--- src/rtl/core/dft_pkg.sv ---
// ----------------------------------------------------------------------------
// dft_pkg: shared types and constants of the dependency file tokenizer
// Character codes, result kinds and the result bundle that travels from the
// front stage through the queue to the output stage.
// ----------------------------------------------------------------------------
package dft_pkg;

  // Character codes
  localparam logic [7:0] CH_COLON  = 8'h3A;
  localparam logic [7:0] CH_TAB    = 8'h09;
  localparam logic [7:0] CH_BSLASH = 8'h5C;
  localparam logic [7:0] CH_NL     = 8'h0A;
  localparam logic [7:0] CH_SPACE  = 8'h20;

  // Result kinds
  localparam logic [1:0] KIND_PATH = 2'd0;
  localparam logic [1:0] KIND_END  = 2'd1;
  localparam logic [1:0] KIND_DONE = 2'd2;

  // Results per input byte and their counter widths
  localparam int MAX_RES = 4;
  localparam int RES_CW  = $clog2(MAX_RES + 1);
  localparam int RES_IW  = $clog2(MAX_RES);

  // Bundle queue geometry
  localparam int Q_DEPTH = 4;
  localparam int Q_AW    = $clog2(Q_DEPTH);
  localparam int Q_CW    = $clog2(Q_DEPTH + 1);

  typedef struct packed {
    logic [7:0] path_byte;
    logic [1:0] kind;
  } res_t;

  typedef struct packed {
    logic [RES_CW-1:0]           cnt;
    res_t [MAX_RES-1:0]          res;
  } bundle_t;

  // Front to queue write request
  typedef struct packed {
    logic    vld;
    bundle_t data;
  } q_push_t;

  // Queue head seen by the output stage
  typedef struct packed {
    logic    vld;
    bundle_t data;
  } q_head_t;

endpackage

--- src/rtl/core/dft_stream_if.sv ---
// ----------------------------------------------------------------------------
// dft_stream_if: valid/ready channels of the dependency file tokenizer
// dft_in_if carries text bytes, dft_out_if carries path results.
// ----------------------------------------------------------------------------
interface dft_in_if;
  logic       valid;
  logic       ready;
  logic [7:0] char_in;
  logic       is_final_byte;

  modport source (output valid, output char_in, output is_final_byte, input ready);
  modport sink (input valid, input char_in, input is_final_byte, output ready);
endinterface

interface dft_out_if;
  logic       valid;
  logic       ready;
  logic [7:0] path_byte;
  logic [1:0] kind;
  logic       run_end;

  modport source (output valid, output path_byte, output kind, output run_end,
                  input ready);
  modport sink (input valid, input path_byte, input kind, input run_end,
                output ready);
endinterface

--- src/rtl/core/dft_front.sv ---
// ----------------------------------------------------------------------------
// dft_front: byte classifier and tokenizer state
// Accepts one byte per cycle while the queue is not full, applies the
// lookahead, escape and token rules and writes its results as one queue bundle.
// ----------------------------------------------------------------------------
module dft_front (
  input  logic              clk,
  input  logic              rst_n,
  dft_in_if.sink            in_chan,
  input  logic              q_full,
  output dft_pkg::q_push_t  q_push
);

  typedef struct packed {
    logic       held_valid;
    logic [7:0] held_char;
    logic       past_colon;
    logic       token_open;
    logic       token_colon_end;
    logic       rule_done;
  } tok_st_t;

  typedef struct packed {
    tok_st_t    st;
    logic       consumed;
    logic       ev;
    logic [7:0] eb;
    logic [1:0] ek;
  } step_t;

  // Append a byte to the current token
  function automatic step_t add_byte(tok_st_t st, logic [7:0] c);
    step_t r;
    r                    = '0;
    r.st                 = st;
    r.st.token_open      = 1'b1;
    r.st.token_colon_end = (c == dft_pkg::CH_COLON);
    if (st.past_colon) begin
      r.ev = 1'b1;
      r.eb = c;
      r.ek = dft_pkg::KIND_PATH;
    end
    return r;
  endfunction

  // Close the current token: end a path, or end the target on a trailing colon
  function automatic step_t close_tok(tok_st_t st);
    step_t r;
    r    = '0;
    r.st = st;
    if (st.token_open) begin
      if (st.past_colon) begin
        r.ev = 1'b1;
        r.ek = dft_pkg::KIND_END;
      end else if (st.token_colon_end) begin
        r.st.past_colon = 1'b1;
      end
    end
    r.st.token_open      = 1'b0;
    r.st.token_colon_end = 1'b0;
    return r;
  endfunction

  // Handle byte c with lookahead nx
  function automatic step_t handle(tok_st_t st, logic [7:0] c, logic [7:0] nx);
    step_t r;
    r    = '0;
    r.st = st;
    if (c == dft_pkg::CH_BSLASH && nx == dft_pkg::CH_NL) begin
      r.consumed = 1'b1;
    end else if (c == dft_pkg::CH_BSLASH && nx == dft_pkg::CH_SPACE) begin
      r          = add_byte(st, dft_pkg::CH_SPACE);
      r.consumed = 1'b1;
    end else if (c == dft_pkg::CH_NL) begin
      r = close_tok(st);
      if (r.st.past_colon) begin
        r.st.rule_done = 1'b1;
      end
    end else if (c == dft_pkg::CH_SPACE || c == dft_pkg::CH_TAB) begin
      r = close_tok(st);
    end else if (c == dft_pkg::CH_COLON && !st.past_colon &&
                 (nx == dft_pkg::CH_SPACE || nx == dft_pkg::CH_NL ||
                  nx == dft_pkg::CH_BSLASH)) begin
      r.st.past_colon      = 1'b1;
      r.st.token_open      = 1'b0;
      r.st.token_colon_end = 1'b0;
    end else begin
      r = add_byte(st, c);
    end
    return r;
  endfunction

  tok_st_t                   st_r;
  tok_st_t                   st_nxt;
  dft_pkg::bundle_t          bundle;
  logic                      in_fire;

  assign in_chan.ready = !q_full;
  assign in_fire       = in_chan.valid && in_chan.ready;

  // Work out the next state and the results of the incoming byte
  always_comb begin
    tok_st_t                  s;
    step_t                    h;
    logic                     consumed;
    logic [dft_pkg::RES_CW-1:0] cnt;
    s        = st_r;
    h        = '0;
    consumed = 1'b0;
    cnt      = '0;
    bundle   = '0;

    if (st_r.held_valid && !st_r.rule_done) begin
      h        = handle(s, st_r.held_char, in_chan.char_in);
      s        = h.st;
      consumed = h.consumed;
      if (h.ev) begin
        bundle.res[cnt[dft_pkg::RES_IW-1:0]] = '{path_byte: h.eb, kind: h.ek};
        cnt = cnt + 1'b1;
      end
    end
    s.held_valid = 1'b0;

    if (!consumed && !s.rule_done) begin
      if (in_chan.is_final_byte) begin
        h = handle(s, in_chan.char_in, dft_pkg::CH_NL);
        s = h.st;
        if (h.ev) begin
          bundle.res[cnt[dft_pkg::RES_IW-1:0]] = '{path_byte: h.eb, kind: h.ek};
          cnt = cnt + 1'b1;
        end
      end else begin
        s.held_char  = in_chan.char_in;
        s.held_valid = 1'b1;
      end
    end

    // Last byte: close the open token, report done, restart
    if (in_chan.is_final_byte) begin
      if (!s.rule_done) begin
        h = close_tok(s);
        if (h.ev) begin
          bundle.res[cnt[dft_pkg::RES_IW-1:0]] = '{path_byte: h.eb, kind: h.ek};
          cnt = cnt + 1'b1;
        end
      end
      bundle.res[cnt[dft_pkg::RES_IW-1:0]] = '{path_byte: 8'd0,
                                               kind: dft_pkg::KIND_DONE};
      cnt = cnt + 1'b1;
      s   = '0;
    end

    bundle.cnt = cnt;
    st_nxt     = s;
  end

  // Advance the tokenizer state on each accepted item
  always_ff @(posedge clk) begin
    if (!rst_n) begin
      st_r <= '0;
    end else if (in_fire) begin
      st_r <= st_nxt;
    end
  end

  assign q_push.vld  = in_fire && (bundle.cnt != '0);
  assign q_push.data = bundle;

  // A last byte always leaves a done result behind
  a_final_pushes: assert property (@(posedge clk) disable iff (!rst_n)
    in_fire && in_chan.is_final_byte |-> q_push.vld)
    else $error("final byte produced no bundle");

  // After a last byte the tokenizer is back in its reset state
  a_final_resets: assert property (@(posedge clk) disable iff (!rst_n)
    in_fire && in_chan.is_final_byte |=> st_r == '0)
    else $error("state not cleared after final byte");

endmodule

--- src/rtl/core/dft_queue.sv ---
// ----------------------------------------------------------------------------
// dft_queue: short bundle queue between front and output stages
// Holds up to Q_DEPTH result bundles so either side can stall on its own.
// ----------------------------------------------------------------------------
module dft_queue (
  input  logic              clk,
  input  logic              rst_n,
  input  dft_pkg::q_push_t  q_push,
  input  logic              pop,
  output logic              q_full,
  output dft_pkg::q_head_t  q_head
);

  dft_pkg::bundle_t                mem_r [dft_pkg::Q_DEPTH];
  logic [dft_pkg::Q_AW-1:0]        wr_ptr_r;
  logic [dft_pkg::Q_AW-1:0]        rd_ptr_r;
  logic [dft_pkg::Q_CW-1:0]        cnt_r;
  logic                            do_pop;

  localparam logic [dft_pkg::Q_AW-1:0] PTR_LAST = dft_pkg::Q_AW'(dft_pkg::Q_DEPTH - 1);
  localparam logic [dft_pkg::Q_CW-1:0] CNT_FULL = dft_pkg::Q_CW'(dft_pkg::Q_DEPTH);

  assign q_full      = (cnt_r == CNT_FULL);
  assign q_head.vld  = (cnt_r != '0);
  assign q_head.data = mem_r[rd_ptr_r];
  assign do_pop      = pop && q_head.vld;

  // Store a pushed bundle
  always_ff @(posedge clk) begin
    if (q_push.vld) begin
      mem_r[wr_ptr_r] <= q_push.data;
    end
  end

  // Advance pointers and occupancy
  always_ff @(posedge clk) begin
    if (!rst_n) begin
      wr_ptr_r <= '0;
      rd_ptr_r <= '0;
      cnt_r    <= '0;
    end else begin
      if (q_push.vld) begin
        wr_ptr_r <= (wr_ptr_r == PTR_LAST) ? '0 : wr_ptr_r + 1'b1;
      end
      if (do_pop) begin
        rd_ptr_r <= (rd_ptr_r == PTR_LAST) ? '0 : rd_ptr_r + 1'b1;
      end
      if (q_push.vld && !do_pop) begin
        cnt_r <= cnt_r + 1'b1;
      end else if (!q_push.vld && do_pop) begin
        cnt_r <= cnt_r - 1'b1;
      end
    end
  end

  a_no_overflow: assert property (@(posedge clk) disable iff (!rst_n)
    q_push.vld |-> !q_full)
    else $error("push into full bundle queue");

  a_no_underflow: assert property (@(posedge clk) disable iff (!rst_n)
    pop |-> q_head.vld)
    else $error("pop from empty bundle queue");

  a_cnt_bound: assert property (@(posedge clk) disable iff (!rst_n)
    cnt_r <= CNT_FULL)
    else $error("bundle queue occupancy out of range");

endmodule

--- src/rtl/core/dft_back.sv ---
// ----------------------------------------------------------------------------
// dft_back: result serializer
// Takes one bundle from the queue at a time and delivers its results one per
// cycle while ready is high, flagging the last one of each bundle with run_end.
// ----------------------------------------------------------------------------
module dft_back (
  input  logic              clk,
  input  logic              rst_n,
  input  dft_pkg::q_head_t  q_head,
  output logic              pop,
  dft_out_if.source         out_chan
);

  dft_pkg::bundle_t              cur_r;
  logic                          cur_vld_r;
  logic [dft_pkg::RES_IW-1:0]    idx_r;
  logic                          last;
  logic                          out_fire;
  logic                          need_load;

  assign last      = (idx_r == dft_pkg::RES_IW'(cur_r.cnt - 1'b1));
  assign out_fire  = cur_vld_r && out_chan.ready;
  assign need_load = !cur_vld_r || (out_fire && last);
  assign pop       = need_load && q_head.vld;

  // Hold the current bundle and step through its results
  always_ff @(posedge clk) begin
    if (!rst_n) begin
      cur_vld_r <= 1'b0;
      idx_r     <= '0;
    end else if (need_load) begin
      cur_vld_r <= q_head.vld;
      idx_r     <= '0;
    end else if (out_fire) begin
      idx_r <= idx_r + 1'b1;
    end
  end

  always_ff @(posedge clk) begin
    if (pop) begin
      cur_r <= q_head.data;
    end
  end

  assign out_chan.valid     = cur_vld_r;
  assign out_chan.path_byte = cur_r.res[idx_r].path_byte;
  assign out_chan.kind      = cur_r.res[idx_r].kind;
  assign out_chan.run_end   = last;

  a_bundle_nonempty: assert property (@(posedge clk) disable iff (!rst_n)
    cur_vld_r |-> (cur_r.cnt != '0))
    else $error("empty bundle in output stage");

  a_idx_in_range: assert property (@(posedge clk) disable iff (!rst_n)
    cur_vld_r |-> (dft_pkg::RES_CW'(idx_r) < cur_r.cnt))
    else $error("result index past bundle end");

endmodule

--- src/rtl/core/depfile_dependency_tokenizer_core.sv ---
// ----------------------------------------------------------------------------
// depfile_dependency_tokenizer_core: make-style dependency file tokenizer
// Streams the prerequisite paths of the first rule of a dependency file.
// ----------------------------------------------------------------------------
// The block takes one text byte per cycle while the bundle queue has room and
// gives path bytes, end-of-path markers and a done marker after the byte
// flagged as last; run_end marks the final result caused by each byte. A byte
// causes zero to four results. The front stage accepts a byte every cycle
// while its four-entry bundle queue has room; the output stage delivers one
// result per cycle while the receiver is ready, so sustained rate is one byte
// per cycle while each byte yields at most one result. The results of a byte
// are written into the bundle queue and then loaded into the output stage's
// current bundle before the first is offered. Results are held until taken
// and never dropped.
module depfile_dependency_tokenizer_core (
  input  logic      clk,
  input  logic      rst_n,
  dft_in_if.sink    in_chan,
  dft_out_if.source out_chan
);

  dft_pkg::q_push_t q_push;
  dft_pkg::q_head_t q_head;
  logic             q_full;
  logic             pop;

  dft_front u_front (
    .clk     (clk),
    .rst_n   (rst_n),
    .in_chan (in_chan),
    .q_full  (q_full),
    .q_push  (q_push)
  );

  dft_queue u_queue (
    .clk    (clk),
    .rst_n  (rst_n),
    .q_push (q_push),
    .pop    (pop),
    .q_full (q_full),
    .q_head (q_head)
  );

  dft_back u_back (
    .clk      (clk),
    .rst_n    (rst_n),
    .q_head   (q_head),
    .pop      (pop),
    .out_chan (out_chan)
  );

endmodule
--- src/flat_wrapper.sv ---
// flat-port wrapper written by rule: the top's interface ports become plain ports
module depfile_dependency_tokenizer_core_flat 
  (clk, rst_n, in_chan_valid, in_chan_char_in, in_chan_is_final_byte, in_chan_ready, out_chan_valid, out_chan_path_byte, out_chan_kind, out_chan_run_end, out_chan_ready);
  dft_in_if in_chan_i ();
  dft_out_if out_chan_i ();
  input  logic clk;
  input  logic rst_n;
  input wire logic [$bits(in_chan_i.valid)-1:0] in_chan_valid;
  input wire logic [$bits(in_chan_i.char_in)-1:0] in_chan_char_in;
  input wire logic [$bits(in_chan_i.is_final_byte)-1:0] in_chan_is_final_byte;
  output wire logic [$bits(in_chan_i.ready)-1:0] in_chan_ready;
  output wire logic [$bits(out_chan_i.valid)-1:0] out_chan_valid;
  output wire logic [$bits(out_chan_i.path_byte)-1:0] out_chan_path_byte;
  output wire logic [$bits(out_chan_i.kind)-1:0] out_chan_kind;
  output wire logic [$bits(out_chan_i.run_end)-1:0] out_chan_run_end;
  input wire logic [$bits(out_chan_i.ready)-1:0] out_chan_ready;
  assign in_chan_i.valid = in_chan_valid;
  assign in_chan_i.char_in = in_chan_char_in;
  assign in_chan_i.is_final_byte = in_chan_is_final_byte;
  assign in_chan_ready = in_chan_i.ready;
  assign out_chan_valid = out_chan_i.valid;
  assign out_chan_path_byte = out_chan_i.path_byte;
  assign out_chan_kind = out_chan_i.kind;
  assign out_chan_run_end = out_chan_i.run_end;
  assign out_chan_i.ready = out_chan_ready;
  depfile_dependency_tokenizer_core u_core (.clk(clk), .rst_n(rst_n), .in_chan(in_chan_i), .out_chan(out_chan_i));
endmodule
--- config.mk ---
export PLATFORM = sky130hd
export DESIGN_NAME = depfile_dependency_tokenizer_core_flat
export DESIGN_NICKNAME = d
export VERILOG_FILES = /design/src/rtl/core/dft_pkg.sv /design/src/rtl/core/dft_stream_if.sv /design/src/rtl/core/dft_front.sv /design/src/rtl/core/dft_queue.sv /design/src/rtl/core/dft_back.sv /design/src/rtl/core/depfile_dependency_tokenizer_core.sv /design/src/flat_wrapper.sv
export SDC_FILE = /design/constraint.sdc
export NUM_CORES = 1
export LEC_CHECK = 0
export ABC_AREA = 1
export BUFFER_PORTS_ARGS = -buffer_cell sky130_fd_sc_hd__buf_2
export CORE_UTILIZATION = 50
export CTS_BUF_LIST = sky130_fd_sc_hd__clkbuf_2 sky130_fd_sc_hd__clkbuf_4 sky130_fd_sc_hd__clkbuf_8
export DETAILED_ROUTE_END_ITERATION = 8
export PLACE_DENSITY_LB_ADDON = 0.15
export RECOVER_POWER = 50
export SLEW_MARGIN = 20
export SYNTH_ARGS = -nofsm -noshare
export SYNTH_HDL_FRONTEND = slang
export SYNTH_SLANG_ARGS = --single-unit
--- constraint.sdc ---
create_clock -name clk -period 7.6 [get_ports clk]
set_input_delay 1.52 -clock clk [delete_from_list [all_inputs] [get_ports clk]]
set_output_delay 1.52 -clock clk [all_outputs]
set_load 0.005 [all_outputs]
==> results of run 1 <==
layout make-up:
| type | instances | area [um2] | share of cell area |
|---|---|---|---|
| clock buffers | 20 | 263 | 0.0338 |
| clock inverters | 12 | 125 | 0.0161 |
| inverters | 67 | 251 | 0.0324 |
| multi-input cells | 459 | 2350 | 0.302 |
| flip-flops and latches | 153 | 4360 | 0.561 |
| well taps | 180 | 225 | 0.0290 |
| repair buffers | 33 | 195 | 0.0251 |
synthesized netlist by cell type (2+ instances only):
master,n,area share
sky130_fd_sc_hd__edfxtp_1,130,0.55
sky130_fd_sc_hd__nor2_1,126,0.067
sky130_fd_sc_hd__nand2_1,99,0.053
sky130_fd_sc_hd__o21ai_0,75,0.053
sky130_fd_sc_hd__inv_1,49,0.026
sky130_fd_sc_hd__a21oi_1,36,0.026
sky130_fd_sc_hd__o22ai_1,28,0.025
sky130_fd_sc_hd__dfxtp_1,23,0.065
sky130_fd_sc_hd__clkbuf_1,18,0.0096
sky130_fd_sc_hd__inv_2,17,0.0090
sky130_fd_sc_hd__nand3_1,17,0.012
sky130_fd_sc_hd__ha_1,16,0.028
sky130_fd_sc_hd__nor3_1,11,0.0078
sky130_fd_sc_hd__nand2_2,8,0.0071
sky130_fd_sc_hd__nor2_2,8,0.0071
sky130_fd_sc_hd__nor4_1,5,0.0044
sky130_fd_sc_hd__nand4_1,4,0.0035
sky130_fd_sc_hd__o21ai_1,4,0.0028
sky130_fd_sc_hd__nand2_4,3,0.0048
sky130_fd_sc_hd__nand3_2,3,0.0043
sky130_fd_sc_hd__o211ai_1,3,0.0032
sky130_fd_sc_hd__a21boi_4,2,0.0053
sky130_fd_sc_hd__buf_2,2,0.0014
sky130_fd_sc_hd__nor2_4,2,0.0032
metrics by stage:
| stage | setup slack (ps) | area (um2) | util | power [mW] |
|---|---|---|---|---|
| after floorplan | 1310 | 7050 | - | 1.54 |
| after global placement | 1150 | 7430 | 0.538 | 1.76 |
| after detailed placement | 948 | 7430 | 0.538 | 1.78 |
| after global routing | 454 | 7770 | 0.562 | 2.48 |
| after CTS | 1410 | 7820 | 0.566 | 2.37 |
| final | 1110 | 7770 | 0.562 | 2.34 |
layout by cell type, fill, tap and decap left out, drive strengths merged:
cell / n
inv: 66
nand3: 20
edfxtp: 130
dfxtp: 23
nor3: 11
clkbuf: 37
nand2: 110
buf: 16
fa: 1
a21boi: 3
nor2: 136
o21ai: 79
bufinv: 2
a32oi: 1
o22ai: 28
xnor2: 1
o211ai: 3
or2: 1
nor4: 6
ha: 16
clkinvlp: 3
a21oi: 37
o31ai: 1
nand4: 5
clkinv: 8
worst paths after layout:
| check | start | endpoint | slack (ps) | cells after the start |
|---|---|---|---|---|
| worst min-delay path | u_core.u_front.st_r[1] | u_core.u_front.st_r[1] | 490 | 2 |
| worst max-delay path | in_chan_char_in[6] | u_core.u_queue.cnt_r[2] | 1110 | 35 |
| worst min register to register | u_core.u_front.st_r[1] | u_core.u_front.st_r[1] | 490 | 2 |
| worst max register to register | u_core.u_front.st_r[4] | u_core.u_queue.cnt_r[2] | 2020 | 32 |
sequential cells by signal, summed over array words and instances (netlist names):
signal,flops
u_core.u_queue.mem_r,104
u_core.u_queue.cnt_r,3
u_core.u_back.idx_r,2
u_core.u_front.st_r,13
u_core.u_back.cur_r,26
u_core.u_queue.wr_ptr_r,2
u_core.u_queue.rd_ptr_r,2
u_core.u_back.out_chan.valid,1
logic make-up (layout without fill, tap and decap cells):
logic type               count (synthesis)  after routing  synth area share
AO/OA/AOI/OAI                          152            152             0.121
XOR/XNOR                                 1              1           0.00124
adder cells (fa/ha/maj)                 17             17            0.0312
buffers and inverters                   88            132            0.0472
flip-flops                             153            153             0.619
AND/OR/NAND/NOR                        289            289             0.181
critical path, delay by kind of cell:
family | cells | cell delay [ps]
adder cells (fa/ha/maj) | 5 | 1300
buffers and inverters | 9 | 1000
AND/OR/NAND/NOR | 13 | 1600
AO/OA/AOI/OAI | 8 | 1400
routing by layer:
| metal | wire, um | vias up | GRT usage |
|---|---|---|---|
| met5 | 0 | - | 0 |
| li1 | - | 2469 | - |
| met4 | 323 | 0 | 0.110 |
| met2 | 7850 | 133 | 0.390 |
| met1 | 7120 | 2413 | 0.305 |
| met3 | 800 | 20 | 0.0500 |
power by group through the flow:
stage,Combinational [mW],Clock (mW),Sequential (mW)
floorplan,0.405,0,1.14
global placement,0.612,0,1.15
detailed placement,0.627,0,1.15
CTS,0.629,0.614,1.13
global route,0.693,0.643,1.15
finish,0.608,0.597,1.13
==> tab_implementation.tex, run 1 <==
\begin{tabular}{lr}
\hline
Metric & Value \\
\hline
\multicolumn{2}{l}{\textbf{Synthesis}} \\
\quad Most used flip-flop cell after synthesis & sky130\_fd\_sc\_hd\_\_edfxtp\_1 \\
\quad EDFF count, synth & 130 \\
\quad Sequential share of the synthesized area & 0.619 \\
\quad Synthesized net count & 730 \\
\quad Post-Syn Instances & 700 \\
\quad Cell area after synthesis & 7050 um2 \\
\quad Number of distinct library cells after synthesis & 35 \\
\quad Post-synthesis sequential element count & 153 \\
\quad Fraction of registers with async set or reset after synthesis & 0 \\
\quad Avg Inst Size Synth & 10.1 um2 \\
\quad Count of synthesis-stage warnings from yosys & 0 \\
\multicolumn{2}{l}{\textbf{Floorplanning}} \\
\quad Number of placement rows & 43 \\
\quad Number of I/O pins & 26 \\
\quad Die area & 14600 um2 \\
\quad Core area & 13800 um2 \\
\quad DIE HEIGHT & 121 um \\
\quad Starting utilization of the core area & 0.510 \\
\quad DIE WIDTH & 121 um \\
\multicolumn{2}{l}{\textbf{Detailed routing}} \\
\quad Detailed Route Iter0 Violations & 440 \\
\quad Per-cell routed wire length & 17.4 um \\
\quad Post-DRT Antenna Nets & 0 \\
\quad Total number of vias & 5035 \\
\quad Routed WL & 16100 um \\
\quad First-pass iteration count of the detailed router & 5 \\
\quad DRC viols & 0 \\
\quad Via count normalized by instance count & 5.45 \\
\multicolumn{2}{l}{\textbf{Clock network}} \\
\quad Maximum root-to-sink buffer count & 2 \\
\quad H-Tree Depth & 4 \\
\quad Clock latency at the later pin of the worst-skew pair & 450 ps \\
\quad Clock tree from TritonCTS & yes \\
\quad Hold\_buf cts & 0 \\
\quad Cell at the root of the clock tree & sky130\_fd\_sc\_hd\_\_clkbuf\_8 \\
\quad Postcts setup bufs & 0 \\
\quad Clock tree sinks & 153 \\
\quad Number of clock buffers inserted by TritonCTS & 17 \\
\quad Post\_cts resized & 0 \\
\quad Clock transition at path regs & 80 ps \\
\multicolumn{2}{l}{\textbf{Place}} \\
\quad Routability-driven placement congestion ratio & 0.951 \\
\quad Instance count after placement with tap cells included & 892 \\
\quad Number of I/O port buffers & 25 \\
\quad HPWL reported at the end of detailed placement & 11000 um \\
\multicolumn{2}{l}{\textbf{STA}} \\
\quad Minimum clock period after layout & 6490 ps \\
\quad Clock skew & 16.5 ps \\
\quad Number of slew-limit violations in the final report & 137 \\
\quad Highest attainable clock frequency & 0.154 GHz \\
\quad Max-slew headroom at the worst pin & -0.527 \\
\quad Tcrit/Tclk final & 0.853 \\
\quad Final Hold Viols & 0 \\
\quad Setup violation total in the final timing report & 0 \\
\quad Transition time of the tightest slew-check pin & 2290 ps \\
\quad Worst hold margin & 487 ps \\
\quad Fin Setup TNS & 0 ps \\
\quad RSZ-0062 raised after global routing & no \\
\multicolumn{2}{l}{\textbf{Finish}} \\
\quad Total inserted antenna cells & 0 \\
\quad Net count, final & 761 \\
\quad Count of placed standard cells in the final layout, fillers left out & 924 \\
\quad Fraction of layout cells with a size suffix above 1 & 0.124 \\
\quad Total of fill cells in the finished design & 1212 \\
\quad Area added between synthesis and finish & 10.2\% \\
\multicolumn{2}{l}{\textbf{GRT}} \\
\quad Global-route usage over all layers & 0.239 \\
\quad Initial antenna violation count & 0 \\
\quad Vias in the first global route & 5035 \\
\quad Residual overflow from global routing & 0 \\
\quad Pin count of the biggest net entering global routing & 56 \\
\quad Global-route wire length before repair & 25800 um \\
\multicolumn{2}{l}{\textbf{Status}} \\
\quad Status & finished, violations left \\
\quad Violated checks & capacitance limit, slew limit \\
\multicolumn{2}{l}{\textbf{Power and ir drop}} \\
\quad Register share of total power & 0.485 \\
\quad Switching part of the total & 0.329 \\
\quad Combinational share of power & 0.260 \\
\quad Power Density & 301 nW/um2 \\
\quad Maximum ir drop on the vdd rail & 0.118 mV \\
\quad Leakage power of the design & 2.84 nW \\
\quad Int Power & 1.57 mW \\
\quad Proportion of power drawn by the clock network & 0.255 \\
\quad Psw & 768 uW \\
\multicolumn{2}{l}{\textbf{Hold path}} \\
\quad Type of the most critical hold path & flip-flop to flip-flop \\
\multicolumn{2}{l}{\textbf{Worst setup path}} \\
\quad Crit Path Max Fanout & 7 \\
\quad Signal arrival time at the worst endpoint & 6820 ps \\
\quad Required time reported for the critical path endpoint & 7930 ps \\
\quad Kind of launch point of the worst setup path & input pin \\
\quad Worst Setup End Kind & flip-flop \\
\quad Slowest Stage Delay on Critical Path & 450 ps \\
\quad Critical setup path kind & input pin to flip-flop \\
\quad Cell type of the slowest stage on the worst timing path & sky130\_fd\_sc\_hd\_\_a21boi\_0 \\
\multicolumn{2}{l}{\textbf{Job}} \\
\quad Number of max-cap violations & 3 \\
\hline
\end{tabular}
(Power assumes the default switching activity.)
==> run 2, diff against run 1 <==
--- a/config.mk
+++ b/config.mk
@@ -6,7 +6,7 @@
 export NUM_CORES = 1
 export LEC_CHECK = 0
 export ABC_AREA = 1
-export BUFFER_PORTS_ARGS = -buffer_cell sky130_fd_sc_hd__buf_2
+export BUFFER_PORTS_ARGS = -buffer_cell sky130_fd_sc_hd__buf_4
 export CORE_UTILIZATION = 50
 export CTS_BUF_LIST = sky130_fd_sc_hd__clkbuf_2 sky130_fd_sc_hd__clkbuf_4 sky130_fd_sc_hd__clkbuf_8
 export DETAILED_ROUTE_END_ITERATION = 8
==> run 2 against run 1 <==
Against the previous run: the run still ends with capacitance limit, slew limit left; die area is the same; maximum frequency down 1.9%; non-clock buffer count stayed put; register-to-register slack worse by 80 ps; largest power group unchanged.
==> tab_implementation.tex, run 2 (synthesis gave the netlist of run 1 again) <==
\begin{tabular}{lr}
\hline
Metric & Value \\
\hline
\multicolumn{2}{l}{\textbf{Hold path}} \\
\quad Type of the most critical hold path & flip-flop to flip-flop \\
\multicolumn{2}{l}{\textbf{STA}} \\
\quad Max-slew headroom at the worst pin & -0.584 (-0.0571) \\
\quad Setup violation total in the final timing report & 0 (unchanged) \\
\quad Fin Setup TNS & 0 ps (unchanged) \\
\quad Final Hold Viols & 0 (unchanged) \\
\quad Clock skew & 9.30 ps (-7.24 ps) \\
\quad Number of slew-limit violations in the final report & 56 (-59\%) \\
\quad Transition time of the tightest slew-check pin & 2380 ps (+85.6 ps) \\
\quad Tcrit/Tclk final & 0.870 (+0.0165) \\
\quad RSZ-0062 raised after global routing & no \\
\quad Highest attainable clock frequency & 0.151 GHz (-1.9\%) \\
\quad Minimum clock period after layout & 6610 ps (+126 ps) \\
\multicolumn{2}{l}{\textbf{Floorplanning}} \\
\quad Core area & 13800 um2 (unchanged) \\
\quad DIE WIDTH & 121 um (unchanged) \\
\quad DIE HEIGHT & 121 um (unchanged) \\
\quad Number of placement rows & 43 (unchanged) \\
\quad Starting utilization of the core area & 0.510 (unchanged) \\
\quad Die area & 14600 um2 (unchanged) \\
\quad Number of I/O pins & 26 (unchanged) \\
\multicolumn{2}{l}{\textbf{Detailed routing}} \\
\quad Routed WL & 15700 um (-2.4\%) \\
\quad First-pass iteration count of the detailed router & 5 (unchanged) \\
\quad Per-cell routed wire length & 17.0 um (-2.3\%) \\
\quad Post-DRT Antenna Nets & 0 (unchanged) \\
\quad Detailed Route Iter0 Violations & 386 (-12\%) \\
\quad Via count normalized by instance count & 5.40 (-0.87\%) \\
\quad DRC viols & 0 (unchanged) \\
\quad Total number of vias & 4986 (-0.97\%) \\
\multicolumn{2}{l}{\textbf{GRT}} \\
\quad Global-route usage over all layers & 0.230 (-0.00867) \\
\quad Residual overflow from global routing & 0 (unchanged) \\
\quad Vias in the first global route & 4854 (-3.6\%) \\
\quad Initial antenna violation count & 0 (unchanged) \\
\quad Global-route wire length before repair & 24700 um (-4.3\%) \\
\quad Pin count of the biggest net entering global routing & 56 (unchanged) \\
\multicolumn{2}{l}{\textbf{Power and ir drop}} \\
\quad Leakage power of the design & 2.92 nW (+2.7\%) \\
\quad Maximum ir drop on the vdd rail & 0.117 mV (-0.98\%) \\
\quad Power Density & 310 nW/um2 (+3.1\%) \\
\multicolumn{2}{l}{\textbf{Clock network}} \\
\quad Clock latency at the later pin of the worst-skew pair & 450 ps (about the same) \\
\quad Clock transition at path regs & 80 ps (about the same) \\
\quad Clock tree sinks & 153 (unchanged) \\
\quad Number of clock buffers inserted by TritonCTS & 17 (unchanged) \\
\quad H-Tree Depth & 4 (unchanged) \\
\quad Post\_cts resized & 0 (unchanged) \\
\quad Maximum root-to-sink buffer count & 2 (unchanged) \\
\quad Cell at the root of the clock tree & sky130\_fd\_sc\_hd\_\_clkbuf\_8 \\
\quad Postcts setup bufs & 0 (unchanged) \\
\quad Hold\_buf cts & 0 (unchanged) \\
\quad Clock tree from TritonCTS & yes \\
\multicolumn{2}{l}{\textbf{Finish}} \\
\quad Total inserted antenna cells & 0 (unchanged) \\
\quad Area added between synthesis and finish & 12.1\% \\
\quad Net count, final & 761 (unchanged) \\
\quad Largest register FFs & 104 (unchanged) \\
\quad Fraction of layout cells with a size suffix above 1 & 0.136 (+0.0123) \\
\quad Most frequent cells in the layout & sky130\_fd\_sc\_hd\_\_edfxtp\_1 (130), sky130\_fd\_sc\_hd\_\_nor2\_1 (123), sky130\_fd\_sc\_hd\_\_nand2\_1 (101) \\
\quad Final core utilization & 0.572 (+0.00959) \\
\quad Top flop regs & u\_core.u\_queue.mem\_r x104, u\_core.u\_back.cur\_r x26, u\_core.u\_front.st\_r x13 \\
\quad Largest reg by FF count & u\_core.u\_queue.mem\_r \\
\quad Commonest non-fill, non-tap cell in the layout & sky130\_fd\_sc\_hd\_\_edfxtp\_1 \\
\multicolumn{2}{l}{\textbf{Place}} \\
\quad Number of I/O port buffers & 25 (unchanged) \\
\quad Routability-driven placement congestion ratio & 0.977 (+2.8\%) \\
\quad HPWL reported at the end of detailed placement & 10800 um (-2.0\%) \\
\multicolumn{2}{l}{\textbf{Worst setup path}} \\
\quad Kind of launch point of the worst setup path & input pin \\
\quad Most frequent CP cell & sky130\_fd\_sc\_hd\_\_inv\_1 \\
\quad Signal arrival time at the worst endpoint & 6950 ps (+130 ps) \\
\quad Worst Setup End Kind & flip-flop \\
\quad Required time reported for the critical path endpoint & 7940 ps (about the same) \\
\quad Slowest Stage Delay on Critical Path & 470 ps (+20 ps) \\
\quad Crit Path Max Fanout & 7 (unchanged) \\
\quad Cell type of the slowest stage on the worst timing path & sky130\_fd\_sc\_hd\_\_a21boi\_0 \\
\quad Critical setup path kind & input pin to flip-flop \\
\multicolumn{2}{l}{\textbf{Job}} \\
\quad Number of max-cap violations & 1 (-2) \\
\multicolumn{2}{l}{\textbf{Status}} \\
\quad Violated checks & capacitance limit, slew limit \\
\quad Status & finished, violations left \\
\hline
\end{tabular}
[run 2: changes by cell type in the layout (fill, tap and decap cells not counted), moves of 2 or more]
cell	previous run	this run
sky130_fd_sc_hd__clkbuf_4	2	16
sky130_fd_sc_hd__clkbuf_1	16	4
sky130_fd_sc_hd__buf_2	11	0
sky130_fd_sc_hd__buf_4	2	12
sky130_fd_sc_hd__clkinv_2	5	1
sky130_fd_sc_hd__bufinv_16	2	5
sky130_fd_sc_hd__clkinv_1	2	4
sky130_fd_sc_hd__clkinvlp_4	3	1
[run 2: power by group]
part	switching (mW)	total, mW	internal [mW]
combinational	0.426	0.630	0.204
clock	0.290	0.686	0.396
sequential	0.0502	1.14	1.09
[run 2: path summary, 6_finish.rpt]
kind	from	endpoint	slack, ps	cells after the start
hold / removal	u_core.u_front.st_r[1]	u_core.u_front.st_r[1]	500	2
hold reg to reg	u_core.u_front.st_r[1]	u_core.u_front.st_r[1]	500	2
setup reg to reg	u_core.u_front.st_r[4]	u_core.u_queue.cnt_r[2]	1940	31
setup / recovery	in_chan_char_in[7]	u_core.u_queue.cnt_r[2]	990	34
[run 2: routing by layer]
| layer | track usage | wire length [um] | vias up |
|---|---|---|---|
| met2 | 0.386 | 7760 | 128 |
| met3 | 0.0580 | 760 | 21 |
| met1 | 0.285 | 6870 | 2358 |
| met4 | 0.0903 | 299 | 0 |
| met5 | 0 | 0 | - |
| li1 | - | - | 2479 |
[run 2: through the flow]
stage	instances	total power, mW	instance area [um2]	worst slack [ps]	hold WS, ps
6_report	923	2.45	7910	989	503
5_1_grt	923	2.58	7910	496	526
4_1_cts	923	2.47	7940	1400	501
3_5_place_dp	892	1.79	7490	962	489
3_3_place_gp	892	1.78	7490	1160	471
2_1_floorplan	700	1.54	7050	1310	451
[run 2: area by class of cell]
class                           instances  area (um2)
Clock buffer                           19         249
Clock inverter                         12         196
Fill cell                            1196        5920
Inverter                               67         251
Multi-Input combinational cell        459        2350
Sequential cell                       153        4360
Tap cell                              180         225
Timing Repair Buffer                   33         270
[run 2: critical path: cells and delay by family]
kind | cells | cell delay [ps]
compound gates | 9 | 1750
fa+ha+maj | 6 | 1640
simple gates | 11 | 1310
buf+inv | 8 | 740
